--- src/hw/rtl/ps2hse_pkg.sv ---
`timescale 1ns / 1ps
// ----------------------------------------------------------------------------
// ps2hse_pkg
// Shared widths, item and result types, and codes for the PS/2 host engine.
// ----------------------------------------------------------------------------
package ps2hse_pkg;

    localparam int BYTE_W         = 8;
    localparam int FUNC_W         = 2;
    localparam int ERR_W          = 3;
    localparam int FIFO_DEPTH_DEF = 256;
    localparam int IN_TDATA_W     = 16;
    localparam int OUT_TDATA_W    = 32;

    // event kinds carried on s_tuser
    localparam logic [FUNC_W-1:0] FN_EDGE   = 2'd0;
    localparam logic [FUNC_W-1:0] FN_WRITE  = 2'd1;
    localparam logic [FUNC_W-1:0] FN_POP    = 2'd2;
    localparam logic [FUNC_W-1:0] FN_ENABLE = 2'd3;

    localparam logic [ERR_W-1:0] ERR_NONE   = 3'd0;
    localparam logic [ERR_W-1:0] ERR_START  = 3'd1;
    localparam logic [ERR_W-1:0] ERR_PARITY = 3'd2;
    localparam logic [ERR_W-1:0] ERR_STOP   = 3'd3;
    localparam logic [ERR_W-1:0] ERR_ACK    = 3'd4;
    localparam logic [ERR_W-1:0] ERR_BUSY   = 3'd5;

    typedef struct packed {
        logic [FUNC_W-1:0] func;
        logic              data_line;
        logic              clock_line;
        logic [BYTE_W-1:0] write_byte;
        logic              flush_first;
    } item_t;

    typedef struct packed {
        logic              data_release;
        logic              edge_mode;
        logic              busy_res;
        logic              ok;
        logic [ERR_W-1:0]  error_code;
        logic              write_accepted;
        logic              rx_valid;
        logic [BYTE_W-1:0] bytes_available;
    } res_t;

endpackage

--- src/hw/rtl/ps2hse_ram.sv ---
`timescale 1ns / 1ps
// ----------------------------------------------------------------------------
// ps2hse_ram
// Simple dual-port RAM, one write port, one read port with registered data.
// ----------------------------------------------------------------------------
module ps2hse_ram #(
    parameter int WIDTH = 8,
    parameter int DEPTH = 256
) (
    input  logic                     clk,
    input  logic                     we,
    input  logic [$clog2(DEPTH)-1:0] waddr,
    input  logic [WIDTH-1:0]         wdata,
    input  logic                     re,
    input  logic [$clog2(DEPTH)-1:0] raddr,
    output logic [WIDTH-1:0]         rdata
);

    logic [WIDTH-1:0] mem_reg [DEPTH];
    logic [WIDTH-1:0] rdata_reg;

    always_ff @(posedge clk)
    begin
        if (we)
        begin
            mem_reg[waddr] <= wdata;
        end
        if (re)
        begin
            rdata_reg <= mem_reg[raddr];
        end
    end

    assign rdata = rdata_reg;

endmodule

--- src/hw/rtl/ps2hse_core.sv ---
`timescale 1ns / 1ps
// ----------------------------------------------------------------------------
// ps2hse_core
// Frame state machine, receive FIFO pointers and FIFO storage.
// ----------------------------------------------------------------------------
module ps2hse_core #(
    parameter int FIFO_DEPTH = ps2hse_pkg::FIFO_DEPTH_DEF
) (
    input  logic                        clk,
    input  logic                        rst_n,
    input  logic                        step,
    input  ps2hse_pkg::item_t           item,
    output ps2hse_pkg::res_t            res,
    output logic [ps2hse_pkg::BYTE_W-1:0] rx_q
);
    import ps2hse_pkg::*;

    localparam int AW = $clog2(FIFO_DEPTH);

    localparam logic [3:0] PH_ERROR     = 4'd0;
    localparam logic [3:0] PH_IDLE      = 4'd1;
    localparam logic [3:0] PH_RX_DATA   = 4'd2;
    localparam logic [3:0] PH_RX_PARITY = 4'd3;
    localparam logic [3:0] PH_RX_STOP   = 4'd4;
    localparam logic [3:0] PH_TX_BEGIN  = 4'd5;
    localparam logic [3:0] PH_TX_DATA   = 4'd6;
    localparam logic [3:0] PH_TX_PARITY = 4'd7;
    localparam logic [3:0] PH_TX_STOP   = 4'd8;
    localparam logic [3:0] PH_TX_ACK    = 4'd9;
    localparam logic [3:0] PH_END       = 4'd10;

    localparam logic [3:0] BITS_FULL = 4'd8;

    logic [3:0]        phase_reg, phase_next;
    logic [3:0]        bits_reg, bits_next;
    logic              par_reg, par_next;
    logic [BYTE_W-1:0] shift_reg, shift_next;
    logic [ERR_W-1:0]  err_reg, err_next;
    logic [AW-1:0]     head_reg, head_next;
    logic [AW-1:0]     tail_reg, tail_next;
    logic              edge_sel_reg, edge_sel_next;
    logic              drive_reg, drive_next;

    logic [3:0]        bits_dec;
    logic [AW-1:0]     head_inc, tail_inc;
    logic              wr_ok, pop_ok, push;
    logic [AW:0]       tail_w, head_w, depth_w;

    assign bits_dec = bits_reg - 4'd1;
    assign head_inc = (head_reg == AW'(FIFO_DEPTH - 1)) ? '0 : head_reg + AW'(1);
    assign tail_inc = (tail_reg == AW'(FIFO_DEPTH - 1)) ? '0 : tail_reg + AW'(1);

    always_comb
    begin
        phase_next    = phase_reg;
        bits_next     = bits_reg;
        par_next      = par_reg;
        shift_next    = shift_reg;
        err_next      = err_reg;
        head_next     = head_reg;
        tail_next     = tail_reg;
        edge_sel_next = edge_sel_reg;
        drive_next    = drive_reg;
        wr_ok         = 1'b0;
        pop_ok        = 1'b0;
        push          = 1'b0;

        case (item.func)
            FN_EDGE:
            begin
                unique case (phase_reg) inside
                    PH_END:
                    begin
                        edge_sel_next = 1'b0;
                        if (item.data_line || item.clock_line)
                        begin
                            phase_next = PH_IDLE;
                        end
                        else
                        begin
                            // start bit seen while still watching both edges
                            phase_next = PH_RX_DATA;
                            shift_next = '0;
                            par_next   = 1'b0;
                            bits_next  = BITS_FULL;
                        end
                    end
                    PH_IDLE:
                    begin
                        if (!item.data_line)
                        begin
                            phase_next = PH_RX_DATA;
                            shift_next = '0;
                            par_next   = 1'b0;
                            bits_next  = BITS_FULL;
                        end
                        else
                        begin
                            phase_next = PH_ERROR;
                            err_next   = ERR_START;
                        end
                    end
                    PH_RX_DATA:
                    begin
                        par_next   = par_reg ^ item.data_line;
                        shift_next = {item.data_line, shift_reg[BYTE_W-1:1]};
                        bits_next  = bits_dec;
                        if (bits_dec == 4'd0)
                        begin
                            phase_next = PH_RX_PARITY;
                        end
                    end
                    PH_RX_PARITY:
                    begin
                        par_next = par_reg ^ item.data_line;
                        if (par_reg ^ item.data_line)
                        begin
                            phase_next = PH_RX_STOP;
                        end
                        else
                        begin
                            phase_next = PH_ERROR;
                            err_next   = ERR_PARITY;
                        end
                    end
                    PH_RX_STOP:
                    begin
                        edge_sel_next = 1'b1;
                        if (item.data_line)
                        begin
                            phase_next = PH_END;
                            // full FIFO drops the byte
                            if (tail_inc != head_reg)
                            begin
                                push      = 1'b1;
                                tail_next = tail_inc;
                            end
                        end
                        else
                        begin
                            phase_next = PH_ERROR;
                            err_next   = ERR_STOP;
                        end
                    end
                    PH_TX_BEGIN, PH_TX_DATA:
                    begin
                        drive_next = shift_reg[0];
                        par_next   = par_reg ^ shift_reg[0];
                        shift_next = {1'b0, shift_reg[BYTE_W-1:1]};
                        bits_next  = bits_dec;
                        phase_next = (bits_dec == 4'd0) ? PH_TX_PARITY : PH_TX_DATA;
                    end
                    PH_TX_PARITY:
                    begin
                        drive_next = ~par_reg;
                        phase_next = PH_TX_STOP;
                    end
                    PH_TX_STOP:
                    begin
                        drive_next = 1'b1;
                        phase_next = PH_TX_ACK;
                    end
                    PH_TX_ACK:
                    begin
                        if (!item.data_line)
                        begin
                            phase_next    = PH_END;
                            edge_sel_next = 1'b1;
                        end
                        else
                        begin
                            phase_next = PH_ERROR;
                            err_next   = ERR_ACK;
                        end
                    end
                    default:
                    begin
                        // error phase and unused codes ignore edges
                    end
                endcase
            end
            FN_WRITE:
            begin
                if (phase_reg == PH_ERROR)
                begin
                    // refused silently
                end
                else if (phase_reg > PH_IDLE)
                begin
                    err_next = ERR_BUSY;
                end
                else
                begin
                    wr_ok         = 1'b1;
                    drive_next    = 1'b0;
                    err_next      = ERR_NONE;
                    phase_next    = PH_TX_BEGIN;
                    shift_next    = item.write_byte;
                    par_next      = 1'b0;
                    bits_next     = BITS_FULL;
                    edge_sel_next = 1'b0;
                    if (item.flush_first)
                    begin
                        head_next = '0;
                        tail_next = '0;
                    end
                end
            end
            FN_POP:
            begin
                if (head_reg != tail_reg)
                begin
                    pop_ok    = 1'b1;
                    head_next = head_inc;
                end
            end
            FN_ENABLE:
            begin
                drive_next    = 1'b1;
                head_next     = '0;
                tail_next     = '0;
                err_next      = ERR_NONE;
                phase_next    = PH_IDLE;
                edge_sel_next = 1'b0;
            end
        endcase
    end

    assign tail_w  = (AW + 1)'(tail_next);
    assign head_w  = (AW + 1)'(head_next);
    assign depth_w = (AW + 1)'(FIFO_DEPTH);

    always_comb
    begin
        res.data_release   = drive_next;
        res.edge_mode      = edge_sel_next;
        res.busy_res       = (phase_next > PH_IDLE);
        res.ok             = (phase_next != PH_ERROR);
        res.error_code     = err_next;
        res.write_accepted = wr_ok;
        res.rx_valid       = pop_ok;
        if (tail_w >= head_w)
        begin
            res.bytes_available = BYTE_W'(tail_w - head_w);
        end
        else
        begin
            res.bytes_available = BYTE_W'(depth_w + tail_w - head_w);
        end
    end

    always_ff @(posedge clk or negedge rst_n)
    begin
        if (!rst_n)
        begin
            phase_reg    <= PH_ERROR;
            bits_reg     <= '0;
            par_reg      <= 1'b0;
            shift_reg    <= '0;
            err_reg      <= ERR_NONE;
            head_reg     <= '0;
            tail_reg     <= '0;
            edge_sel_reg <= 1'b0;
            drive_reg    <= 1'b1;
        end
        else if (step)
        begin
            phase_reg    <= phase_next;
            bits_reg     <= bits_next;
            par_reg      <= par_next;
            shift_reg    <= shift_next;
            err_reg      <= err_next;
            head_reg     <= head_next;
            tail_reg     <= tail_next;
            edge_sel_reg <= edge_sel_next;
            drive_reg    <= drive_next;
        end
    end

    ps2hse_ram #(
        .WIDTH (BYTE_W),
        .DEPTH (FIFO_DEPTH)
    ) u_fifo_ram (
        .clk   (clk),
        .we    (step && push),
        .waddr (tail_reg),
        .wdata (shift_reg),
        .re    (step && pop_ok),
        .raddr (head_reg),
        .rdata (rx_q)
    );

    a_ptr_range: assert property (@(posedge clk) disable iff (!rst_n)
        (32'(head_reg) < FIFO_DEPTH) && (32'(tail_reg) < FIFO_DEPTH))
        else $error("FIFO pointer out of range");

    a_bits_range: assert property (@(posedge clk) disable iff (!rst_n)
        bits_reg <= BITS_FULL)
        else $error("bit counter above eight");

    a_write_start: assert property (@(posedge clk) disable iff (!rst_n)
        step && wr_ok |=> (phase_reg == PH_TX_BEGIN) && !drive_reg)
        else $error("accepted write did not start a transmit frame");

    a_error_holds: assert property (@(posedge clk) disable iff (!rst_n)
        step && (phase_reg == PH_ERROR) && (item.func != FN_ENABLE)
        |=> phase_reg == PH_ERROR)
        else $error("error phase left without enable");

endmodule

--- src/hw/rtl/ps2_host_serial_engine.sv ---
`timescale 1ns / 1ps
// ----------------------------------------------------------------------------
// ps2_host_serial_engine
// PS/2 host engine: frame receive and transmit with a receive byte FIFO.
// ----------------------------------------------------------------------------
// Each event (clock edge, write request, pop, enable) is one transfer on the
// slave side and yields exactly one result transfer on the master side. The
// engine takes one event per clock while the result sink keeps up: an event
// is held in the input register, the state machine steps on it when the
// result slot is free or being drained, and the result register loads on
// that step; a stalled result sink holds s_tready low. Popped
// bytes come from a simple dual-port RAM of FIFO_DEPTH entries whose
// registered read lands together with the rest of the result; the FIFO holds
// up to FIFO_DEPTH - 1 bytes and needs no clearing pass after reset. The
// engine leaves reset in its error state and waits for an enable event.
module ps2_host_serial_engine #(
    parameter int FIFO_DEPTH = ps2hse_pkg::FIFO_DEPTH_DEF
) (
    input  logic                               clk,
    input  logic                               rst_n,
    input  logic                               s_tvalid,
    output logic                               s_tready,
    // [0] data_line, [1] clock_line, [9:2] write_byte, [10] flush_first
    input  logic [ps2hse_pkg::IN_TDATA_W-1:0]  s_tdata,
    // [1:0] func
    input  logic [ps2hse_pkg::FUNC_W-1:0]      s_tuser,
    output logic                               m_tvalid,
    input  logic                               m_tready,
    // [0] data_release, [1] edge_mode, [2] busy_res, [3] ok, [6:4] error_code,
    // [7] write_accepted, [8] rx_valid, [16:9] rx_byte, [24:17] bytes_available
    output logic [ps2hse_pkg::OUT_TDATA_W-1:0] m_tdata
);
    import ps2hse_pkg::*;

    logic        in_v_reg;
    item_t       in_reg;
    logic        out_v_reg;
    res_t        res_reg;
    res_t        res_comb;
    logic [BYTE_W-1:0] rx_q;
    logic        adv;

    // step the engine when the result slot is free or being drained
    assign adv      = in_v_reg && (!out_v_reg || m_tready);
    assign s_tready = !in_v_reg || adv;

    always_ff @(posedge clk or negedge rst_n)
    begin
        if (!rst_n)
        begin
            in_v_reg  <= 1'b0;
            out_v_reg <= 1'b0;
        end
        else
        begin
            if (s_tready)
            begin
                in_v_reg <= s_tvalid;
            end
            if (adv)
            begin
                out_v_reg <= 1'b1;
            end
            else if (m_tready)
            begin
                out_v_reg <= 1'b0;
            end
        end
    end

    always_ff @(posedge clk)
    begin
        if (s_tready && s_tvalid)
        begin
            in_reg.func        <= s_tuser;
            in_reg.data_line   <= s_tdata[0];
            in_reg.clock_line  <= s_tdata[1];
            in_reg.write_byte  <= s_tdata[9:2];
            in_reg.flush_first <= s_tdata[10];
        end
        if (adv)
        begin
            res_reg <= res_comb;
        end
    end

    ps2hse_core #(
        .FIFO_DEPTH (FIFO_DEPTH)
    ) u_core (
        .clk   (clk),
        .rst_n (rst_n),
        .step  (adv),
        .item  (in_reg),
        .res   (res_comb),
        .rx_q  (rx_q)
    );

    assign m_tvalid = out_v_reg;
    assign m_tdata  = {7'd0,
                       res_reg.bytes_available,
                       res_reg.rx_valid ? rx_q : BYTE_W'(0),
                       res_reg.rx_valid,
                       res_reg.write_accepted,
                       res_reg.error_code,
                       res_reg.ok,
                       res_reg.busy_res,
                       res_reg.edge_mode,
                       res_reg.data_release};

endmodule

--- config.mk ---
export PLATFORM = sky130hd
export DESIGN_NAME = ps2_host_serial_engine
export DESIGN_NICKNAME = d
export VERILOG_FILES = /design/src/hw/rtl/ps2hse_pkg.sv /design/src/hw/rtl/ps2hse_ram.sv /design/src/hw/rtl/ps2hse_core.sv /design/src/hw/rtl/ps2_host_serial_engine.sv
export SDC_FILE = /design/constraint.sdc
export NUM_CORES = 2
export LEC_CHECK = 0
export BUFFER_PORTS_ARGS = -buffer_cell sky130_fd_sc_hd__buf_2
export CORE_MARGIN = 3
export CORE_UTILIZATION = 44
export DETAILED_ROUTE_END_ITERATION = 12
export GPL_TIMING_DRIVEN = 0
export PLACE_DENSITY = 0.69
export SYNTH_ARGS = -nofsm -noshare
export SYNTH_HDL_FRONTEND = slang
export SYNTH_SLANG_ARGS = --single-unit
export TNS_END_PERCENT = 50
--- constraint.sdc ---
create_clock -name clk -period 5.4 [get_ports clk]
set_input_delay 0.54 -clock clk [delete_from_list [all_inputs] [get_ports clk]]
set_output_delay 0.54 -clock clk [all_outputs]
set_load 0.01 [all_outputs]
# == Yosys cells after proc, flatten, opt, wreduce, memory -nomap -nowiden ==
# Memories as Yosys holds them, arrays and structs flattened. A register that Yosys moved wholly into a read port is not among the register bits.
# Index checks and enable logic that the tools add are counted.
# word_totals
ff_bits,70
wordCells,157
ramBits,2048
input_bits,22
n_memories,1
# memory_table
name,depth,word_bits,rd,rd_clocked_by_memory_dff,write_ports,line_no,rtl
u_core.u_fifo_ram.mem_reg,256,8,1,1,1,ps2hse_ram.sv:19,logic [WIDTH-1:0] mem_reg [DEPTH];
# op_classes
magnitude_cmp,3
mux,73
bitwise,4
n_reduce_logical,22
n_addsub,6
n_eq_ne,24
# ops
op,n
two-way mux 8 bit,18
case mux 8 bit (3 select lines),2
two-way mux 4 bit,9
case mux 4 bit (9 select lines),1
case mux 8 bit (4 select lines),1
case mux 4 bit (3 select lines),2
two-way mux 1 bit,21
two-way mux 3 bit,7
AND reduction 7 bit,3
adder 8 x 1 -> 8 bit (second input constant),2
== test 4 x 3 -> 1 bit (second input constant),4
== test 8 bit (second input constant),2
!= test 8 bit,2
case mux 8 bit (2 select lines),1
subtractor 8 bit,2
== test 4 bit (second input constant),3
case mux 1 bit (3 select lines),4
case mux 3 bit (4 select lines),1
case mux 3 bit (3 select lines),1
adder 1 x 8 -> 8 bit (first input constant),1
== test 4 x 2 -> 1 bit (second input constant),2
>= comparator 8 bit,1
greater-than comparator 4 x 1 -> 1 bit (second input constant),2
logical NOT 4 bit,2
other kinds (23),38

# == Longest topological paths before layout ==
# depth
word_depth,10
depth_mapped,20

# == By module ==
# A second synthesis with hierarchy kept.
# unflattened
hier_cells,4276
hier_area_um2,84452.2
# modules_own_cells
mod,instances,area_per_inst_um2,cells_per_inst
ps2hse_ram,1,79636.4,3733
ps2hse_core,1,3704.8,489
ps2_host_serial_engine,1,1111.1,54

# == Least setup slack after synthesis ==
# OpenSTA, ideal clock, no wires.
# synth_path
kind,reg-to-reg
startpoint,register u_core.shift_reg[0]
endpoint,register u_core.drive_reg
setup_ps,62
arrival_ps,4486
n_path_buf,0
synth_period_minus_slack_ps,4549
path_stages_with_launch,8
path_slack_ps,851
path_cell_list,dfrtp_1 > mux2_2 > a22oi_1 > o31ai_1 > nand2_1 > nand3_1 > nand2_1 > nand2_1
# synth_lines
element,line_no,rtl
from (decl),ps2hse_core.sv:37,"logic [BYTE_W-1:0] shift_reg, shift_next;"
from (signal assigned),ps2hse_core.sv:271,shift_reg <= shift_next;
to (signal assigned),ps2hse_core.sv:276,drive_reg <= drive_next;
to (decl),ps2hse_core.sv:42,"logic drive_reg, drive_next;"

# == Worst setup path after layout ==
# layout_path
startpoint,register u_core.head_reg[1]
endpoint,"register u_core.u_fifo_ram.rdata_reg[3], in the netlist u_core.u_fifo_ram.rdata[3] (read register of u_core.u_fifo_ram.mem_reg), data pin"
# layout_via
elab_chain_len,4
# layout_rtl
element,line_no,rtl
from (decl),ps2hse_core.sv:39,"logic [AW-1:0] head_reg, head_next;"
from (signal assigned),ps2hse_core.sv:273,head_reg <= head_next;
!= test 8 bit,ps2hse_core.sv:211,if (head_reg != tail_reg)
two-way mux 1 bit,ps2hse_core.sv:211,
two-way mux 1 bit,ps2hse_core.sv:68,case (item.func)
logical AND 1 bit,ps2hse_core.sv:288,".re (step && pop_ok),"
to (decl),ps2hse_ram.sv:20,logic [WIDTH-1:0] rdata_reg;
# Parallel ways exist; a longest one is shown, timed or not.
# A chain may end at the register's enable or synchronous reset.

==> metrics <==
warnings from Yosys=0; Die ar.=just under 0.2 sq mm; Detail Route Antenna Nets=0; VDD IR max=0.354 mV; reg2reg end=u_core.u_fifo_ram.rdata[3]$_DFFE_PP_; worst slew pin tran=roughly 1700 ps; Die H=around 440 um; largest net degree at the start of global routing=a little under 100; CTS tree=built; Ports=56; Final setup viols=36; Tcrit/Tclk final=1.04; floorplan row count=160; clk root buf=clkbuf_16; r2r startpoint=u_core.head_reg[1]$_DFFE_PN0P_; RSZ-0062 raised after global routing=true; vias in the first global route=46,000; Max-Cap Viols=3; Synth Cell Area=between 0.08 and 0.09 sq mm; DP Area=roughly 0.09 sq mm; final net count=around 4,800; first-pass GRT wire length=355,000 um; Avg WL per Cell=roughly 34 um; Via Count=roughly 47,000; share of the yosys chip area belonging to registers=0.752; initial antenna violation count=9; max reg flops=2,048; Detail Placement HPWL=170,000 um; Hold Violations, Final=0; DR pass1 iterations=5; routability cong.=around 0.96; #FFs+latches synth=2,126; Clock Path Buffers=3; violated checks=capacitance limit, slew limit, setup timing; min setup slack post-route=-217 ps; top post-synthesis cells by area=edfxtp_1 74%, mux4_2 9.9%, mux2i_1 4.5%; PwrDens=around 430 mW/mm^2; Hold WS=between 300 and 400 ps; synthesized area per cell=approximately 19 sq um; Tot GR Track Use=0.257; Max-slew headroom=-0.139; hold path depth=2; Placed Cells=7,040; dominant synthesized flop cell=edfxtp_1; crit end category=register; total CTS buffers=around 200; Die W=between 400 and 500 um; vias per cell=around 6.4; WS Path Type=reg -> reg; Fmax=0.178 GHz; final total power=roughly 41 mW; Register Area=between 0.06 and 0.07 sq mm; critical path startpoint category=register; Syn-to-layout area delta=13.0%; area of the multi-input gates=0.0198 sq mm; Initial DRC Count=7,153; Max Slew Vio Count=31; # clock sinks=roughly 2,100; Hold Path Class=in -> reg; Post-synth EDFFs=approximately 2,100; R2R cell count=9; FFs w/ async S/R, synth=0.0188; run status=complete, but fails checks; LEAKAGE=~29 nW; Overflow after GRT=0; Util after Layout=0.501; post-synthesis cell count=~4,500; fillers=15,300; Hold Startpoint=s_tdata[1]; Place WS=-1500 ps; final cell count without fillers=between 7,000 and 8,000; Starting Density=0.444; clock skew=51.4 ps; post-layout min period=about 5600 ps; post-route design area=0.0955 sq mm; post-synth cell types=70; Worst-path clk slew=approximately 70 ps; worst path required time=~5900 ps; Worst Path Max Fanout=10; critical path arrival=about 6100 ps; H-tree levels=4; most common cell after layout, fill and taps aside=edfxtp_1; layout cells sized above 1=0.198; Clk Latency, worst-skew pair=850 ps; drt total wl=approximately 260,000 um; Synth area leader=edfxtp_1; PortBufs=43; WHS Endpoint=in_reg[9]$_DFFE_PP_; Fin Setup TNS=-2370 ps; flop2flop setup slack=-220 ps; share of Yosys cell area claimed by the top area cell type=0.741; # DRC=0; core area=approximately 0.19 sq mm; commonest non-fill, non-tap cells in the layout=2,086 x edfxtp_1, 383 x mux2i_1, 372 x mux4_2
## timing repair
item	CTS	global route
pin swaps	1	0
gates resized for setup	65	64
hold buffers	17	0
endpoints found under the hold margin	54	0
endpoints found under the setup margin	1243	777
setup buffers	2	0
## cell usage after synthesis, types with 14 or more instances
| cell | instances |
|---|---|
| edfxtp_1 | 2086 |
| mux2i_1 | 383 |
| mux4_2 | 372 |
| nor2_1 | 305 |
| nand2_1 | 187 |
| o221ai_1 | 172 |
| clkbuf_1 | 149 |
| o22ai_1 | 103 |
| a21oi_1 | 91 |
| buf_2 | 82 |
| o21ai_0 | 77 |
| a211oi_1 | 57 |
| dfrtp_1 | 39 |
| buf_1 | 36 |
| buf_4 | 26 |
| inv_1 | 20 |
| nand3_1 | 20 |
| nor3_1 | 17 |
| and2_1 | 15 |
| ha_1 | 14 |
## how the worst max path moves through the flow
stage	startpoint	to	slack [ps]	cells past startpoint
2_1_floorplan	u_core.shift_reg[0]$_DFFE_PN0P_	u_core.drive_reg$_DFFE_PN1P_	850	7
3_3_place_gp	u_core.shift_reg[0]$_DFFE_PN0P_	u_core.drive_reg$_DFFE_PN1P_	-3080	7
3_5_place_dp	u_core.head_reg[1]$_DFFE_PN0P_	u_core.u_fifo_ram.rdata[0]$_DFFE_PP_	-1500	11
4_1_cts	u_core.head_reg[3]$_DFFE_PN0P_	u_core.u_fifo_ram.rdata[3]$_DFFE_PP_	2	11
5_1_grt	u_core.tail_reg[1]$_DFFE_PN0P_	u_core.u_fifo_ram.mem_reg[209][7]$_DFFE_PP_	-150	13
6_report	u_core.head_reg[1]$_DFFE_PN0P_	u_core.u_fifo_ram.rdata[3]$_DFFE_PP_	-220	9
## worst max-delay path, cell delays in order, from the launching register on
cell and delay, ps:
dfrtp_1 500, buf_4 450, buf_2 470, clkdlybuf4s15_1 990, mux4_2 430, o22ai_1 90, a211oi_1 1060, a21oi_1 70
mux4_2 500, o21ai_0 660
## power by group
part           internal, mW  switching, mW  total [mW]
Clock                  7.46           6.09        13.5
Sequential             19.4          0.321        19.8
Combinational          2.74           5.06        7.80
Total                  29.6           11.5        41.1
## kinds of logic (layout without fill, tap and decap cells)
logic type               Yosys count  in the layout  share of synthesized area
AND/OR/NAND/NOR                  608            608                     0.0303
adder cells (fa/ha/maj)           14             14                    0.00207
other                              1             12                  0.0000443
buffers and inverters            318            771                     0.0167
XOR/XNOR                          18             18                    0.00186
multiplexers                     766            766                      0.146
flip-flops                      2126           2126                      0.752
AO/OA/AOI/OAI                    601            601                     0.0508
## cell type report
class,count,area share
sequential,2126,0.666
multi-input combinational,2014,0.207
clock buffer,251,0.0553
tap,2511,0.0329
buffer,295,0.0153
timing repair buffer,91,0.0119
clock inverter,112,0.00977
inverter,22,0.000904
antenna,5,0.000131
## layer usage
layer	share of wire	global-route usage	up-vias	wire (um)
met1	0.35	0.331	24500	90100
met4	0.063	0.141	4	16100
met3	0.13	0.0766	647	32300
li1	-	-	18900	-
met2	0.46	0.392	3339	117000
met5	0.00047	0.00488	-	120
Power figures use the tool's default switching activity.
